### config.mk
export PLATFORM = sky130hd
export DESIGN_NAME = der_tag_length_header_encoder_top
export DESIGN_NICKNAME = d
export VERILOG_FILES = /design/src/rtl/dtl_pkg.sv /design/src/rtl/der_tag_length_header_encoder_top.sv /design/src/rtl/dtl_ucode_rom.sv /design/src/rtl/dtl_sequencer.sv /design/src/rtl/dtl_datapath.sv
export SDC_FILE = /design/constraint.sdc
export NUM_CORES = 1
export LEC_CHECK = 0
export ABC_CLOCK_PERIOD_IN_PS = 22200
export BUFFER_PORTS_ARGS = -buffer_cell sky130_fd_sc_hd__buf_2
export CAP_MARGIN = 10
export CORE_ASPECT_RATIO = 1.4
export CORE_MARGIN = 2
export CORE_UTILIZATION = 58
export DETAILED_ROUTE_END_ITERATION = 16
export PLACE_DENSITY_LB_ADDON = 0.3
export SLEW_MARGIN = 10
export SYNTH_ARGS = -nofsm -noshare
export SYNTH_HDL_FRONTEND = slang
export SYNTH_HIERARCHICAL = 1
export SYNTH_SLANG_ARGS = --single-unit
export TNS_END_PERCENT = 100
### constraint.sdc
create_clock -name i_clk -period 22.2 [get_ports i_clk]
set_input_delay 5.55 -clock i_clk [delete_from_list [all_inputs] [get_ports i_clk]]
set_output_delay 5.55 -clock i_clk [all_outputs]
set_load 0.01 [all_outputs]
### src/rtl/dtl_pkg.sv
// Shared types, microcode codes and byte-formatting functions for the DER header encoder.
package dtl_pkg;

    localparam int TagW  = 32;
    localparam int ClenW = 32;
    localparam int HlenW = ClenW + 1;   // explicit outer length may carry past 32 bits
    localparam int IdxW  = 3;           // byte index within a tag or length field, up to 4
    localparam int NiW   = 4;           // inner header length, up to 11
    localparam int StepW = 3;

    localparam logic [1:0] MODE_IMPLICIT = 2'd1;
    localparam logic [1:0] MODE_EXPLICIT = 2'd2;
    localparam logic [1:0] CLASS_CONTEXT = 2'd2;

    localparam logic [TagW-1:0] TAG_SHORT_MAX = 32'd30;
    localparam logic [4:0]      TAG_LONG_ID   = 5'h1f;
    localparam logic [7:0]      LEN_LONG_FLAG = 8'h80;
    localparam logic [7:0]      TAG_MORE_FLAG = 8'h80;

    typedef struct packed {
        logic [1:0]       tag_class;
        logic             constructed;
        logic [TagW-1:0]  tag_number;
        logic [ClenW-1:0] content_length;
        logic [1:0]       tag_mode;
        logic [TagW-1:0]  override_tag;
    } t_in;

    typedef struct packed {
        logic [7:0] header_byte;
        logic       last_byte;
    } t_out;

    typedef enum logic [2:0] {
        OP_IDLE,
        OP_PREP,
        OP_ID,
        OP_TAG,
        OP_LENHDR,
        OP_LENBYTE,
        OP_SWITCH
    } t_op;

    typedef enum logic [2:0] {
        COND_ALWAYS,
        COND_IN_VALID,
        COND_SHORT_TAG,
        COND_IDX_ZERO,
        COND_SHORT_LEN,
        COND_OUTER
    } t_cond;

    typedef logic [StepW-1:0] t_step;

    localparam t_step STEP_IDLE    = 3'd0;
    localparam t_step STEP_PREP    = 3'd1;
    localparam t_step STEP_ID      = 3'd2;
    localparam t_step STEP_TAG     = 3'd3;
    localparam t_step STEP_LENHDR  = 3'd4;
    localparam t_step STEP_LENBYTE = 3'd5;
    localparam t_step STEP_SWITCH  = 3'd6;

    // One control word: operation, branch condition, taken and not-taken targets.
    typedef struct packed {
        t_op   op;
        t_cond cond;
        t_step tgt_t;
        t_step tgt_f;
    } t_uword;

    typedef struct packed {
        t_op  op;
        logic fire;
    } t_ctl;

    typedef struct packed {
        logic short_tag;
        logic short_len;
        logic idx_zero;
        logic outer;
        logic out_busy;
    } t_stat;

    // Number of base-128 groups in a tag.
    function automatic logic [IdxW-1:0] tag_groups(input logic [TagW-1:0] t);
        logic [IdxW-1:0] g;
        if (|t[31:28]) g = 3'd5;
        else if (|t[27:21]) g = 3'd4;
        else if (|t[20:14]) g = 3'd3;
        else if (|t[13:7]) g = 3'd2;
        else g = 3'd1;
        return g;
    endfunction

    // Number of significant bytes in a length.
    function automatic logic [IdxW-1:0] len_bytes(input logic [HlenW-1:0] l);
        logic [IdxW-1:0] n;
        if (l[32]) n = 3'd5;
        else if (|l[31:24]) n = 3'd4;
        else if (|l[23:16]) n = 3'd3;
        else if (|l[15:8]) n = 3'd2;
        else n = 3'd1;
        return n;
    endfunction

    function automatic logic [7:0] tag_byte(input logic [TagW-1:0] t,
                                            input logic [IdxW-1:0] idx);
        logic [7:0] b;
        case (idx)
            3'd0: b = {1'b0, t[6:0]};
            3'd1: b = TAG_MORE_FLAG | {1'b0, t[13:7]};
            3'd2: b = TAG_MORE_FLAG | {1'b0, t[20:14]};
            3'd3: b = TAG_MORE_FLAG | {1'b0, t[27:21]};
            3'd4: b = TAG_MORE_FLAG | {4'b0000, t[31:28]};
            default: b = 8'h00;
        endcase
        return b;
    endfunction

    function automatic logic [7:0] len_byte(input logic [HlenW-1:0] l,
                                            input logic [IdxW-1:0] idx);
        logic [7:0] b;
        case (idx)
            3'd0: b = l[7:0];
            3'd1: b = l[15:8];
            3'd2: b = l[23:16];
            3'd3: b = l[31:24];
            3'd4: b = {7'b0000000, l[32]};
            default: b = 8'h00;
        endcase
        return b;
    endfunction

endpackage

### src/rtl/der_tag_length_header_encoder_top.sv
// Sequence: take the element, size the headers, then one word per cycle unless the output stalls;
// each header ends with a switch step that emits no word; the longest explicit header is 23 bytes.
// One element at a time: the microprogram step counter returns to idle before the next is taken.
// Reset (synchronous, active low) returns the sequencer to idle and empties the output register.
module der_tag_length_header_encoder_top (
    input  logic           i_clk,
    input  logic           i_rst_n,
    input  logic           i_in_valid,
    output logic           o_in_ready,
    input  dtl_pkg::t_in   i_in_data,
    output logic           o_out_valid,
    input  logic           i_out_ready,
    output dtl_pkg::t_out  o_out_data
);

    dtl_pkg::t_ctl  w_ctl;
    dtl_pkg::t_stat w_stat;

    dtl_sequencer u_seq (
        .i_clk      (i_clk),
        .i_rst_n    (i_rst_n),
        .i_in_valid (i_in_valid),
        .i_stat     (w_stat),
        .o_ctl      (w_ctl),
        .o_in_ready (o_in_ready)
    );

    dtl_datapath u_dp (
        .i_clk       (i_clk),
        .i_rst_n     (i_rst_n),
        .i_ctl       (w_ctl),
        .i_in_data   (i_in_data),
        .o_stat      (w_stat),
        .o_out_valid (o_out_valid),
        .i_out_ready (i_out_ready),
        .o_out_data  (o_out_data)
    );

endmodule

### src/rtl/dtl_ucode_rom.sv
// Microprogram store: one control word per sequencer step.
module dtl_ucode_rom (
    input  dtl_pkg::t_step  i_step,
    output dtl_pkg::t_uword o_uword
);

    always_comb begin
        case (i_step)
            dtl_pkg::STEP_IDLE: begin
                o_uword = '{dtl_pkg::OP_IDLE, dtl_pkg::COND_IN_VALID,
                            dtl_pkg::STEP_PREP, dtl_pkg::STEP_IDLE};
            end
            dtl_pkg::STEP_PREP: begin
                o_uword = '{dtl_pkg::OP_PREP, dtl_pkg::COND_ALWAYS,
                            dtl_pkg::STEP_ID, dtl_pkg::STEP_ID};
            end
            dtl_pkg::STEP_ID: begin
                o_uword = '{dtl_pkg::OP_ID, dtl_pkg::COND_SHORT_TAG,
                            dtl_pkg::STEP_LENHDR, dtl_pkg::STEP_TAG};
            end
            dtl_pkg::STEP_TAG: begin
                o_uword = '{dtl_pkg::OP_TAG, dtl_pkg::COND_IDX_ZERO,
                            dtl_pkg::STEP_LENHDR, dtl_pkg::STEP_TAG};
            end
            dtl_pkg::STEP_LENHDR: begin
                o_uword = '{dtl_pkg::OP_LENHDR, dtl_pkg::COND_SHORT_LEN,
                            dtl_pkg::STEP_SWITCH, dtl_pkg::STEP_LENBYTE};
            end
            dtl_pkg::STEP_LENBYTE: begin
                o_uword = '{dtl_pkg::OP_LENBYTE, dtl_pkg::COND_IDX_ZERO,
                            dtl_pkg::STEP_SWITCH, dtl_pkg::STEP_LENBYTE};
            end
            dtl_pkg::STEP_SWITCH: begin
                o_uword = '{dtl_pkg::OP_SWITCH, dtl_pkg::COND_OUTER,
                            dtl_pkg::STEP_ID, dtl_pkg::STEP_IDLE};
            end
            default: begin
                o_uword = '{dtl_pkg::OP_IDLE, dtl_pkg::COND_ALWAYS,
                            dtl_pkg::STEP_IDLE, dtl_pkg::STEP_IDLE};
            end
        endcase
    end

endmodule

### src/rtl/dtl_sequencer.sv
// Step counter with conditional branching over the microprogram.
module dtl_sequencer (
    input  logic               i_clk,
    input  logic               i_rst_n,
    input  logic               i_in_valid,
    input  dtl_pkg::t_stat     i_stat,
    output dtl_pkg::t_ctl      o_ctl,
    output logic               o_in_ready
);

    dtl_pkg::t_step  r_step;
    dtl_pkg::t_step  n_step;
    dtl_pkg::t_uword w_uword;
    logic            w_cond;
    logic            w_emit;
    logic            w_fire;

    dtl_ucode_rom u_rom (
        .i_step  (r_step),
        .o_uword (w_uword)
    );

    always_comb begin
        case (w_uword.cond)
            dtl_pkg::COND_ALWAYS:    w_cond = 1'b1;
            dtl_pkg::COND_IN_VALID:  w_cond = i_in_valid;
            dtl_pkg::COND_SHORT_TAG: w_cond = i_stat.short_tag;
            dtl_pkg::COND_IDX_ZERO:  w_cond = i_stat.idx_zero;
            dtl_pkg::COND_SHORT_LEN: w_cond = i_stat.short_len;
            dtl_pkg::COND_OUTER:     w_cond = i_stat.outer;
            default:                 w_cond = 1'b0;
        endcase
    end

    assign w_emit = (w_uword.op == dtl_pkg::OP_ID) || (w_uword.op == dtl_pkg::OP_TAG) ||
                    (w_uword.op == dtl_pkg::OP_LENHDR) ||
                    (w_uword.op == dtl_pkg::OP_LENBYTE);

    // Hold the step while a byte waits for the output register.
    assign w_fire = (w_uword.op == dtl_pkg::OP_IDLE) ? i_in_valid
                                                     : !(w_emit && i_stat.out_busy);

    always_comb begin
        n_step = r_step;
        if (w_fire) begin
            n_step = w_cond ? w_uword.tgt_t : w_uword.tgt_f;
        end
    end

    always_ff @(posedge i_clk) begin
        if (!i_rst_n) begin
            r_step <= dtl_pkg::STEP_IDLE;
        end else begin
            r_step <= n_step;
        end
    end

    assign o_ctl.op   = w_uword.op;
    assign o_ctl.fire = w_fire;
    assign o_in_ready = (w_uword.op == dtl_pkg::OP_IDLE);

endmodule

### src/rtl/dtl_datapath.sv
// Field registers, header registers, byte formatting and output register.
module dtl_datapath (
    input  logic            i_clk,
    input  logic            i_rst_n,
    input  dtl_pkg::t_ctl   i_ctl,
    input  dtl_pkg::t_in    i_in_data,
    output dtl_pkg::t_stat  o_stat,
    output logic            o_out_valid,
    input  logic            i_out_ready,
    output dtl_pkg::t_out   o_out_data
);

    dtl_pkg::t_in                   r_in,    n_in;
    logic [1:0]                     r_hcls,  n_hcls;
    logic                           r_hcons, n_hcons;
    logic [dtl_pkg::TagW-1:0]       r_htag,  n_htag;
    logic [dtl_pkg::HlenW-1:0]      r_hlen,  n_hlen;
    logic [dtl_pkg::IdxW-1:0]       r_idx,   n_idx;
    logic                           r_outer, n_outer;
    logic                           r_ovalid, n_ovalid;
    dtl_pkg::t_out                  r_odata, n_odata;

    logic [1:0]                     w_icls;
    logic [dtl_pkg::TagW-1:0]       w_itag;
    logic [dtl_pkg::HlenW-1:0]      w_ilen;
    logic [dtl_pkg::NiW-1:0]        w_ni;
    logic [dtl_pkg::HlenW-1:0]      w_olen;
    logic                           w_ishort_tag;
    logic                           w_ishort_len;
    logic                           w_short_tag;
    logic                           w_short_len;
    logic [dtl_pkg::IdxW-1:0]       w_grp;
    logic [dtl_pkg::IdxW-1:0]       w_nb;
    logic [7:0]                     w_byte;
    logic                           w_last;
    logic                           w_emit;

    // Inner header after any implicit override.
    assign w_icls = (r_in.tag_mode == dtl_pkg::MODE_IMPLICIT) ? dtl_pkg::CLASS_CONTEXT
                                                              : r_in.tag_class;
    assign w_itag = (r_in.tag_mode == dtl_pkg::MODE_IMPLICIT) ? r_in.override_tag
                                                              : r_in.tag_number;
    assign w_ilen = {1'b0, r_in.content_length};

    assign w_ishort_tag = (w_itag <= dtl_pkg::TAG_SHORT_MAX);
    assign w_ishort_len = ~|w_ilen[dtl_pkg::HlenW-1:7];

    always_comb begin
        w_ni = dtl_pkg::NiW'(1);
        if (!w_ishort_tag) begin
            w_ni = w_ni + {1'b0, dtl_pkg::tag_groups(w_itag)};
        end
        if (w_ishort_len) begin
            w_ni = w_ni + dtl_pkg::NiW'(1);
        end else begin
            w_ni = w_ni + dtl_pkg::NiW'(1) + {1'b0, dtl_pkg::len_bytes(w_ilen)};
        end
    end

    assign w_olen = w_ilen + dtl_pkg::HlenW'(w_ni);

    // Current header.
    assign w_short_tag = (r_htag <= dtl_pkg::TAG_SHORT_MAX);
    assign w_short_len = ~|r_hlen[dtl_pkg::HlenW-1:7];
    assign w_grp       = dtl_pkg::tag_groups(r_htag);
    assign w_nb        = dtl_pkg::len_bytes(r_hlen);

    always_comb begin
        w_byte = 8'h00;
        w_emit = 1'b0;
        case (i_ctl.op)
            dtl_pkg::OP_ID: begin
                w_emit = 1'b1;
                w_byte = {r_hcls, r_hcons, w_short_tag ? r_htag[4:0] : dtl_pkg::TAG_LONG_ID};
            end
            dtl_pkg::OP_TAG: begin
                w_emit = 1'b1;
                w_byte = dtl_pkg::tag_byte(r_htag, r_idx);
            end
            dtl_pkg::OP_LENHDR: begin
                w_emit = 1'b1;
                w_byte = w_short_len ? r_hlen[7:0] : (dtl_pkg::LEN_LONG_FLAG | {5'b00000, w_nb});
            end
            dtl_pkg::OP_LENBYTE: begin
                w_emit = 1'b1;
                w_byte = dtl_pkg::len_byte(r_hlen, r_idx);
            end
            default: begin
                w_emit = 1'b0;
            end
        endcase
    end

    assign w_last = !r_outer &&
                    (((i_ctl.op == dtl_pkg::OP_LENHDR) && w_short_len) ||
                     ((i_ctl.op == dtl_pkg::OP_LENBYTE) && (r_idx == '0)));

    always_comb begin
        n_in     = r_in;
        n_hcls   = r_hcls;
        n_hcons  = r_hcons;
        n_htag   = r_htag;
        n_hlen   = r_hlen;
        n_idx    = r_idx;
        n_outer  = r_outer;
        n_ovalid = r_ovalid;
        n_odata  = r_odata;

        if (r_ovalid && i_out_ready) begin
            n_ovalid = 1'b0;
        end

        if (i_ctl.fire) begin
            case (i_ctl.op)
                dtl_pkg::OP_IDLE: begin
                    n_in = i_in_data;
                end
                dtl_pkg::OP_PREP: begin
                    if (r_in.tag_mode == dtl_pkg::MODE_EXPLICIT) begin
                        n_hcls  = dtl_pkg::CLASS_CONTEXT;
                        n_hcons = 1'b1;
                        n_htag  = r_in.override_tag;
                        n_hlen  = w_olen;
                        n_outer = 1'b1;
                    end else begin
                        n_hcls  = w_icls;
                        n_hcons = r_in.constructed;
                        n_htag  = w_itag;
                        n_hlen  = w_ilen;
                        n_outer = 1'b0;
                    end
                end
                dtl_pkg::OP_ID: begin
                    n_idx = w_grp - dtl_pkg::IdxW'(1);
                end
                dtl_pkg::OP_TAG: begin
                    n_idx = r_idx - dtl_pkg::IdxW'(1);
                end
                dtl_pkg::OP_LENHDR: begin
                    n_idx = w_nb - dtl_pkg::IdxW'(1);
                end
                dtl_pkg::OP_LENBYTE: begin
                    n_idx = r_idx - dtl_pkg::IdxW'(1);
                end
                dtl_pkg::OP_SWITCH: begin
                    // Outer header done: advance to the inner one.
                    if (r_outer) begin
                        n_hcls  = w_icls;
                        n_hcons = r_in.constructed;
                        n_htag  = w_itag;
                        n_hlen  = w_ilen;
                        n_outer = 1'b0;
                    end
                end
                default: begin
                    n_idx = r_idx;
                end
            endcase

            if (w_emit) begin
                n_ovalid            = 1'b1;
                n_odata.header_byte = w_byte;
                n_odata.last_byte   = w_last;
            end
        end
    end

    always_ff @(posedge i_clk) begin
        if (!i_rst_n) begin
            r_outer  <= 1'b0;
            r_ovalid <= 1'b0;
        end else begin
            r_outer  <= n_outer;
            r_ovalid <= n_ovalid;
        end
    end

    always_ff @(posedge i_clk) begin
        r_in    <= n_in;
        r_hcls  <= n_hcls;
        r_hcons <= n_hcons;
        r_htag  <= n_htag;
        r_hlen  <= n_hlen;
        r_idx   <= n_idx;
        r_odata <= n_odata;
    end

    assign o_stat.short_tag = w_short_tag;
    assign o_stat.short_len = w_short_len;
    assign o_stat.idx_zero  = (r_idx == '0);
    assign o_stat.outer     = r_outer;
    assign o_stat.out_busy  = r_ovalid && !i_out_ready;

    assign o_out_valid = r_ovalid;
    assign o_out_data  = r_odata;

endmodule

==> metrics.log, run 1 <==
INFO  metric switching_power = between 400 and 500 uW
INFO  metric yosysWarningCount = 6
INFO  metric clock_skew = ~0.013 ns
INFO  metric worst_setup_path_end_kind = primary output
INFO  metric maximum_ir_drop_on_the_vdd_rail = 0.0779 mV
INFO  metric global_route_wire_length_before_repair = 28.7 mm
INFO  metric first_pass_iters = 7
INFO  metric grt-ovfl-total = 0
INFO  metric initial_utilization = between 50% and 60%
INFO  metric maxCapViolations = 0
INFO  metric synthDominantAreaCellType = sky130_fd_sc_hd__edfxtp_1
INFO  metric remaining_drc_errors = 0
INFO  metric p_leak = between 0.003 and 0.004 uW
INFO  metric max_freq = between 100 and 150 MHz
INFO  metric maximum_number_of_pins_on_one_net_before_global_route_repair = 74
INFO  metric detail_route.wirelength = ~18 mm
INFO  metric start_kind = register
INFO  metric setup_repair_after_global_routing_missed_its_margin = false
INFO  metric postSynth.asyncResetShare = 0%
INFO  metric final_core_utilization = 67.6%
INFO  metric final_period_minus_worst_setup_slack = slightly below 8 ns
INFO  metric cts.repair_timing.setup_buffer_count = 0
INFO  metric share_of_the_yosys_chip_area_belonging_to_registers = around 63%
INFO  metric arrival = approximately 2.4 ns
INFO  metric io_buffers = about 120
INFO  metric vias_per_cell = just over 6
INFO  metric seqPwrFrac = 49.2%
INFO  metric p_sw_share = about 34%
INFO  metric placement.setup.worst_slack = approximately 14 ns
INFO  metric ys_dominant_reg_cell = sky130_fd_sc_hd__edfxtp_1
INFO  metric antenna_cells_inserted = 0
INFO  metric clock_power_share = between 20% and 30%
INFO  metric finalMaxSlewViolations = 0
INFO  metric num_io_pins = roughly 120
INFO  metric mappedNetlistArea = about 8700 sq um
INFO  metric holdCritPathClass = reg -> reg
INFO  metric final.setup.tns = 0 ns
INFO  metric final_net_count = 865
INFO  metric synth_largest_type_area_fraction = 62.2%
INFO  metric post-route-period-util = between 30% and 40%
INFO  metric die_height = 149 microns
INFO  metric tritoncts_num_sinks = between 150 and 200
INFO  metric cts.path.max_buffers = 2
INFO  metric insertion_delay_of_the_later_clocked_pin_in_the_worst_skew_pair = between 0.4 and 0.5 ns
INFO  metric root_buffer_selected_by_cts = sky130_fd_sc_hd__clkbuf_16
INFO  metric number_of_enable_type_register_cells_in_the_synthesized_netlist = between 150 and 200
INFO  metric final_layout_size_suffix_gt1_share = ~28%
INFO  metric grt_pass1_vias = ~5600
INFO  metric synth_top_cells_by_area = sky130_fd_sc_hd__edfxtp_1 (62%), sky130_fd_sc_hd__mux2_2 (4.1%), sky130_fd_sc_hd__xnor2_1 (2.4%)
INFO  metric fp-row-count = 53
INFO  metric design.core.area = roughly 15000 sq um
INFO  metric share_comb_of_total_power = 28.7%
INFO  metric area_enclosed_by_the_die_boundary = about 16000 sq um
INFO  metric worstMarginPinSlew = around 1.2 ns
INFO  metric initial_antenna_violation_count = 0
INFO  metric intPower = between 800 and 900 uW
INFO  metric max_slew_margin = 17.7%
INFO  metric postSynthAreaPerCell = between 10 and 15 sq um
INFO  metric place_hpwl = 13.7 mm
INFO  metric crit_required = ~17 ns
INFO  metric die_w = 108 microns
INFO  metric synth.distinct_cells = 78
INFO  metric place.gp.congestion = 0.964
INFO  metric worstPathMaxFanout = 12
INFO  metric cts-hold-fix-buffers = 0
INFO  metric hold_viol_final = 0
INFO  metric final.setup.worst_slack = about 14 ns
INFO  metric finalSetupViolCount = 0
INFO  metric yosys_register_bits = about 190
INFO  metric grt.total_usage = a little under a quarter
INFO  metric post_cts_resized = 0
INFO  metric synthMostInstantiatedCell = sky130_fd_sc_hd__edfxtp_1
INFO  metric clock_tree.htree_level_count = 4
INFO  metric detailroute.via_count = between 5000 and 6000
INFO  metric syn_nets = 751
INFO  metric criticalPathCategory = reg -> out
INFO  metric drtAntennaViolNets = 0
INFO  metric cts.reportedPaths.clkPinSlew = approximately 0.070 ns
INFO  metric area_delta_synth_final = 14.9%
INFO  metric tritoncts_clock_tree = yes
INFO  metric cts_inserted_buffers = 17
INFO  metric synthesis.instances = about 630
INFO  metric wl_per_cell = around 19 microns
INFO  metric report.power.total = ~1300 uW
INFO  metric power-per-cell-area = between 100 and 150 nW/um^2
INFO  metric top_cells_by_count_synth = sky130_fd_sc_hd__edfxtp_1 (181), sky130_fd_sc_hd__mux2_2 (32), sky130_fd_sc_hd__nand2_1 (30), sky130_fd_sc_hd__nor4_1 (24), sky130_fd_sc_hd__xnor2_1 (24)
INFO  metric status = completed
INFO  metric drtIter0Drc = between 300 and 400
## sequential cells by signal (all words and copies together), names as in the netlist
| name | flops |
|---|---|
| u_dp/r_htag | 32 |
| u_dp/r_in | 101 |
| u_dp/r_hcls | 2 |
| u_dp/r_idx | 3 |
| u_dp/r_hcons | 1 |
| u_dp/o_out_valid | 1 |
| u_dp/o_out_data | 9 |
| u_dp/r_hlen | 33 |
| u_dp/r_outer | 1 |
| u_seq/r_step | 3 |
## power by group through the flow
stage,registers (uW),clock network [uW],logic [uW]
final,654,295,381
after global routing,666,313,419
after CTS,652,299,382
after detailed placement,658,0,380
after global placement,653,0,368
after floorplan,664,0,287
## kinds of logic (layout without fill, tap and decap cells)
family | count (synthesis) | in the layout | share of synthesized area (%)
AO/OA/AOI/OAI | 122 | 122 | 9.82
AND/OR/NAND/NOR | 190 | 190 | 13.0
XOR/XNOR | 37 | 37 | 3.92
multiplexers | 38 | 38 | 5.01
adder cells (fa/ha/maj) | 17 | 17 | 2.61
flip-flops | 186 | 186 | 63.3
buffers and inverters | 39 | 166 | 2.28
## cell type report
type | count | area (sq um)
flip-flops and latches | 186 | 5540
fillers | 1101 | 4810
multi-input cells | 404 | 3020
repair buffers | 120 | 613
clock buffers | 17 | 425
well taps | 192 | 240
clock inverters | 15 | 156
inverters | 14 | 52.6
## cell usage in the layout (no fill, tap or decap), types with 11 or more instances in the layout
master / instances
sky130_fd_sc_hd__nand2_1: 30
sky130_fd_sc_hd__nor4_1: 24
sky130_fd_sc_hd__edfxtp_1: 181
sky130_fd_sc_hd__and3_1: 11
sky130_fd_sc_hd__ha_1: 15
sky130_fd_sc_hd__a21oi_1: 19
sky130_fd_sc_hd__xor2_1: 12
sky130_fd_sc_hd__nor3_1: 15
sky130_fd_sc_hd__nor2_1: 21
sky130_fd_sc_hd__buf_2: 115
sky130_fd_sc_hd__clkbuf_16: 17
sky130_fd_sc_hd__a31oi_1: 12
sky130_fd_sc_hd__nor2b_1: 13
sky130_fd_sc_hd__xnor2_1: 24
sky130_fd_sc_hd__mux2_2: 32
sky130_fd_sc_hd__nand3_1: 18
sky130_fd_sc_hd__a22oi_1: 11
sky130_fd_sc_hd__inv_1: 13
sky130_fd_sc_hd__o21ai_0: 15
## worst max-delay path, cell delays in order (launching register included)
cell and delay, ns:
sky130_fd_sc_hd__dfxtp_1 0.59, sky130_fd_sc_hd__a21boi_0 1.01, sky130_fd_sc_hd__nor3_1 0.14, sky130_fd_sc_hd__buf_2 0.19
## metal layers
| layer | GRT usage, % | up-vias | wire length (microns) |
|---|---|---|---|
| met3 | 4.06 | 39 | 999 |
| met5 | 0 | - | 0 |
| met2 | 39.1 | 239 | 9390 |
| li1 | - | 2702 | - |
| met1 | 30.9 | 2743 | 7490 |
| met4 | 9.17 | 0 | 484 |
## through the flow
step	cells	hold slack (ns)	area, sq um
floorplan	629	0.477	8740
detailed placement	916	0.497	9460
CTS	948	0.517	10000
global placement	916	0.500	9460
finish	948	0.517	10000
global route	948	0.524	10000
## final timing paths
check                                      from         endpoint  slack, ns  cells past startpoint
worst max-delay path            u_seq/r_step[2]       o_in_ready      14.29                      3
worst min register to register   u_dp/r_in[100]   u_dp/r_hcls[1]       0.52                      1
worst max register to register    u_dp/r_in[33]  u_dp/r_hlen[30]      16.15                     21
worst min-delay path             u_dp/r_in[100]   u_dp/r_hcls[1]       0.52                      1
Note: power is estimated with default switching activity, not from simulation.
==> run 2: changes to the inputs <==
--- a/config.mk
+++ b/config.mk
@@ -5,12 +5,13 @@
 export SDC_FILE = /design/constraint.sdc
 export NUM_CORES = 1
 export LEC_CHECK = 0
-export ABC_CLOCK_PERIOD_IN_PS = 22200
+export ABC_AREA = 1
+export ABC_CLOCK_PERIOD_IN_PS = 8000
 export BUFFER_PORTS_ARGS = -buffer_cell sky130_fd_sc_hd__buf_2
 export CAP_MARGIN = 10
 export CORE_ASPECT_RATIO = 1.4
 export CORE_MARGIN = 2
-export CORE_UTILIZATION = 58
+export CORE_UTILIZATION = 59
 export DETAILED_ROUTE_END_ITERATION = 16
 export PLACE_DENSITY_LB_ADDON = 0.3
 export SLEW_MARGIN = 10
==> constraint.sdc (replaced) <==
create_clock -name i_clk -period 8 [get_ports i_clk]
set_input_delay 2 -clock i_clk [delete_from_list [all_inputs] [get_ports i_clk]]
set_output_delay 2 -clock i_clk [all_outputs]
set_load 0.01 [all_outputs]
==> metrics.log, run 2 <==
INFO  metric clock_tree.htree_level_count = 4
INFO  metric maximum_ir_drop_on_the_vdd_rail = 0.233 mV
INFO  metric area.sequential = around 5500 sq um
INFO  metric place_hpwl = 16.0 mm
INFO  metric criticalPathCategory = reg -> reg
INFO  metric syn_nets = approximately 1100
INFO  metric fp-row-count = 55
INFO  metric ff2ff_setup_slack = 2.19 ns
INFO  metric post_cts_resized = 0
INFO  metric worstHoldPathCells = 2
INFO  metric start_kind = register
INFO  metric remaining_drc_errors = 0
INFO  metric final.setup.tns = 0 ns
INFO  metric cts.repair_timing.setup_buffer_count = 0
INFO  metric synth_largest_type_area_fraction = 57.1%
INFO  metric hold_path_end = u_dp/r_hcls[1]
INFO  metric maxCapViolations = 0
INFO  metric root_buffer_selected_by_cts = sky130_fd_sc_hd__clkbuf_16
INFO  metric final_net_count = approximately 1200
INFO  metric finalMaxSlewViolations = 0
INFO  metric number_of_enable_type_register_cells_in_the_synthesized_netlist = between 150 and 200
INFO  metric final_period_minus_worst_setup_slack = between 5 and 6 ns
INFO  metric synth.distinct_cells = between 40 and 50
INFO  metric area_enclosed_by_the_die_boundary = ~17000 sq um
INFO  metric final_layout_size_suffix_gt1_share = 15.7%
INFO  metric yosysWarningCount = 6
INFO  metric maximum_number_of_pins_on_one_net_before_global_route_repair = 79
INFO  metric synthMostInstantiatedCell = sky130_fd_sc_hd__nand2_1
INFO  metric cts_inserted_buffers = 17
INFO  metric worstHoldStart = u_dp/r_in[100]
INFO  metric drtAntennaViolNets = 0
INFO  metric global_route_wire_length_before_repair = 33.9 mm
INFO  metric share_of_the_yosys_chip_area_belonging_to_registers = between 50% and 60%
INFO  metric setup_repair_after_global_routing_missed_its_margin = false
INFO  metric clock_skew = just under 0.01 ns
INFO  metric p_leak = ~0.0045 uW
INFO  metric holdCritPathClass = reg -> reg
INFO  metric wl_per_cell = about 16 microns
INFO  metric area_delta_synth_final = 12.8%
INFO  metric detail_route.wirelength = 21.0 mm
INFO  metric layout_commonest_cell = sky130_fd_sc_hd__nand2_1
INFO  metric io_buffers = roughly 120
INFO  metric most-common-layout-cells = sky130_fd_sc_hd__nand2_1 (266), sky130_fd_sc_hd__edfxtp_1 (181), sky130_fd_sc_hd__inv_1 (133), sky130_fd_sc_hd__buf_2 (115), sky130_fd_sc_hd__nor2_1 (78)
INFO  metric detailroute.via_count = slightly above 7000
INFO  metric rr_worst_depth = 28
INFO  metric cts.path.max_buffers = 2
INFO  metric fillers = 1255
INFO  metric antenna_cells_inserted = 0
INFO  metric finalSetupViolCount = 0
INFO  metric crit_required = slightly above 8 ns
INFO  metric power-per-cell-area = slightly above 400 nW/um^2
INFO  metric postSynth.asyncResetShare = 0%
INFO  metric multiInputGateArea = roughly 3300 sq um
INFO  metric crit_path_max_incr_delay = around 0.8 ns
INFO  metric tritoncts_num_sinks = ~190
INFO  metric top_cells_by_count_synth = sky130_fd_sc_hd__nand2_1 (266), sky130_fd_sc_hd__edfxtp_1 (181), sky130_fd_sc_hd__inv_1 (133), sky130_fd_sc_hd__nor2_1 (78), sky130_fd_sc_hd__nand3_1 (56)
INFO  metric cts-hold-fix-buffers = 0
INFO  metric initial_antenna_violation_count = 0
INFO  metric initial_utilization = 59.7%
INFO  metric mappedNetlistArea = approximately 9500 sq um
INFO  metric final_area = 10700 sq um
INFO  metric report.power.total = 4460 uW
INFO  metric max_slew_margin = a little under a third
INFO  metric num_io_pins = around 120
INFO  metric cpMostUsedCell = sky130_fd_sc_hd__nand2_1
INFO  metric met2_usage = between 40% and 50%
INFO  metric rr_endpoint = u_dp/r_hlen[21]
INFO  metric final.setup.worst_slack = between 2 and 2.5 ns
INFO  metric grt.total_usage = between 20% and 30%
INFO  metric insertion_delay_of_the_later_clocked_pin_in_the_worst_skew_pair = ~0.43 ns
INFO  metric timing.rr.start = u_dp/r_in[32]
INFO  metric placement.setup.worst_slack = about 2.5 ns
INFO  metric worstMarginPinSlew = 1.04 ns
INFO  metric ys_dominant_reg_cell = sky130_fd_sc_hd__edfxtp_1
INFO  metric grt-ovfl-total = 0
INFO  metric place.gp.congestion = 0.927
INFO  metric tritoncts_clock_tree = yes
INFO  metric grt_pass1_vias = ~7200
INFO  metric synthesis.instances = 1000
INFO  metric crit_path_top_delay_cell = sky130_fd_sc_hd__edfxtp_1
INFO  metric busiest_grt_layer = met2
INFO  metric die_height = 154 microns
INFO  metric worst_setup_path_end_kind = register
INFO  metric grtUsageMet3 = just under 4%
INFO  metric worstPathMaxFanout = 47
INFO  metric vias_per_cell = around 5.4
INFO  metric hold_viol_final = 0
INFO  metric yosys_register_bits = between 150 and 200
INFO  metric groute.layer.met1.usage = between 20% and 30%
INFO  metric synth_top_cells_by_area = sky130_fd_sc_hd__edfxtp_1 (57%), sky130_fd_sc_hd__nand2_1 (10%), sky130_fd_sc_hd__inv_1 (5.2%)
INFO  metric synthDominantAreaCellType = sky130_fd_sc_hd__edfxtp_1
INFO  metric registers.top_by_ff_count = u_dp/r_in
INFO  metric post-route-period-util = between 70 and 80%
INFO  metric status = completed
INFO  metric arrival = ~6.0 ns
INFO  metric placedInstanceArea = approximately 10000 sq um
INFO  metric first_pass_iters = 5
INFO  metric postSynthAreaPerCell = ~9.5 sq um
INFO  metric design.core.area = ~16000 sq um
INFO  metric die_w = between 100 and 150 microns
INFO  metric top_regs = u_dp/r_in: 101 flops, u_dp/r_hlen: 33 flops, u_dp/r_htag: 32 flops
INFO  metric flip_flop_count_of_the_largest_register_all_copies_and_words_added = approximately 100
INFO  metric drtIter0Drc = slightly below 500
INFO  metric cts.reportedPaths.clkPinSlew = roughly 0.060 ns
INFO  metric max_freq = 172 MHz
==> run 2: changes by cell type after synthesis, sizes merged, moves of 12 or more <==
| cell | before | now |
|---|---|---|
| o21ai | 23 | 62 |
| nor2b | 15 | 1 |
| nor4 | 27 | 14 |
| xnor2 | 24 | 5 |
| mux2 | 36 | 0 |
| nor2 | 22 | 84 |
| xor2 | 13 | 25 |
| nand3 | 20 | 58 |
| nand2 | 31 | 272 |
| inv | 14 | 138 |
==> run 2: worst max path at each step <==
stage	from	end
floorplan	i_out_ready	u_dp/r_in[0]
global placement	u_dp/r_in[32]	u_dp/r_hlen[24]
detailed placement	u_dp/r_in[32]	u_dp/r_hlen[21]
CTS	u_dp/r_in[32]	u_dp/r_hlen[21]
global route	u_dp/r_in[32]	u_dp/r_hlen[21]
finish	u_dp/r_in[32]	u_dp/r_hlen[21]
==> run 2: cells by family (layout without fill, tap and decap cells) <==
| kind of cell | after synthesis | after routing | synth area share, % |
|---|---|---|---|
| DFF | 186 | 186 | 58.1 |
| xor gates and xnor gates | 30 | 30 | 2.76 |
| buffers and inverters | 164 | 288 | 7.25 |
| muxes | 1 | 1 | 0.105 |
| and+or+nand+nor | 487 | 487 | 22.4 |
| AOI/OAI and AO/OA | 115 | 115 | 7.01 |
| adders and majority gates | 17 | 17 | 2.39 |
==> run 2: cell type report <==
class                   instances  share of cell area [%]
clock inverters                13                   0.943
multi-input cells             650                    30.8
well taps                     199                    2.32
repair buffers                118                    5.57
inverters                     138                    4.82
clock buffers                  19                    4.03
flip-flops and latches        186                    51.5
==> run 2: routing by layer <==
layer / share of wire (%) / up-vias
met4: 4.1 / 0
li1: - / 3584
met3: 4.9 / 61
met1: 36 / 3289
met5: 0 / -
met2: 55 / 249
==> run 2: report_power, final <==
group | total (uW) | switching, uW | internal, uW
Clock | 771 | 346 | 425
Combinational | 1620 | 1130 | 489
Sequential | 2070 | 300 | 1770
==> run 2: worst max-delay path, delay by kind of cell (launching register included) <==
| kind | cells | cell delay [ns] |
|---|---|---|
| buf+inv | 2 | 0.12 |
| simple gates | 18 | 2.57 |
| fa+ha+maj | 4 | 1.15 |
| flops | 1 | 0.80 |
| compound gates | 3 | 0.75 |
| xor+xnor | 1 | 0.16 |
==> run 2: stage by stage <==
stage	util, %	cells	hold WS (ns)
4_1_cts	67.3	1323	0.521
2_1_floorplan	-	1000	0.482
3_3_place_gp	64.0	1291	0.504
6_report	67.3	1323	0.520
3_5_place_dp	64.0	1291	0.503
5_1_grt	67.3	1323	0.532
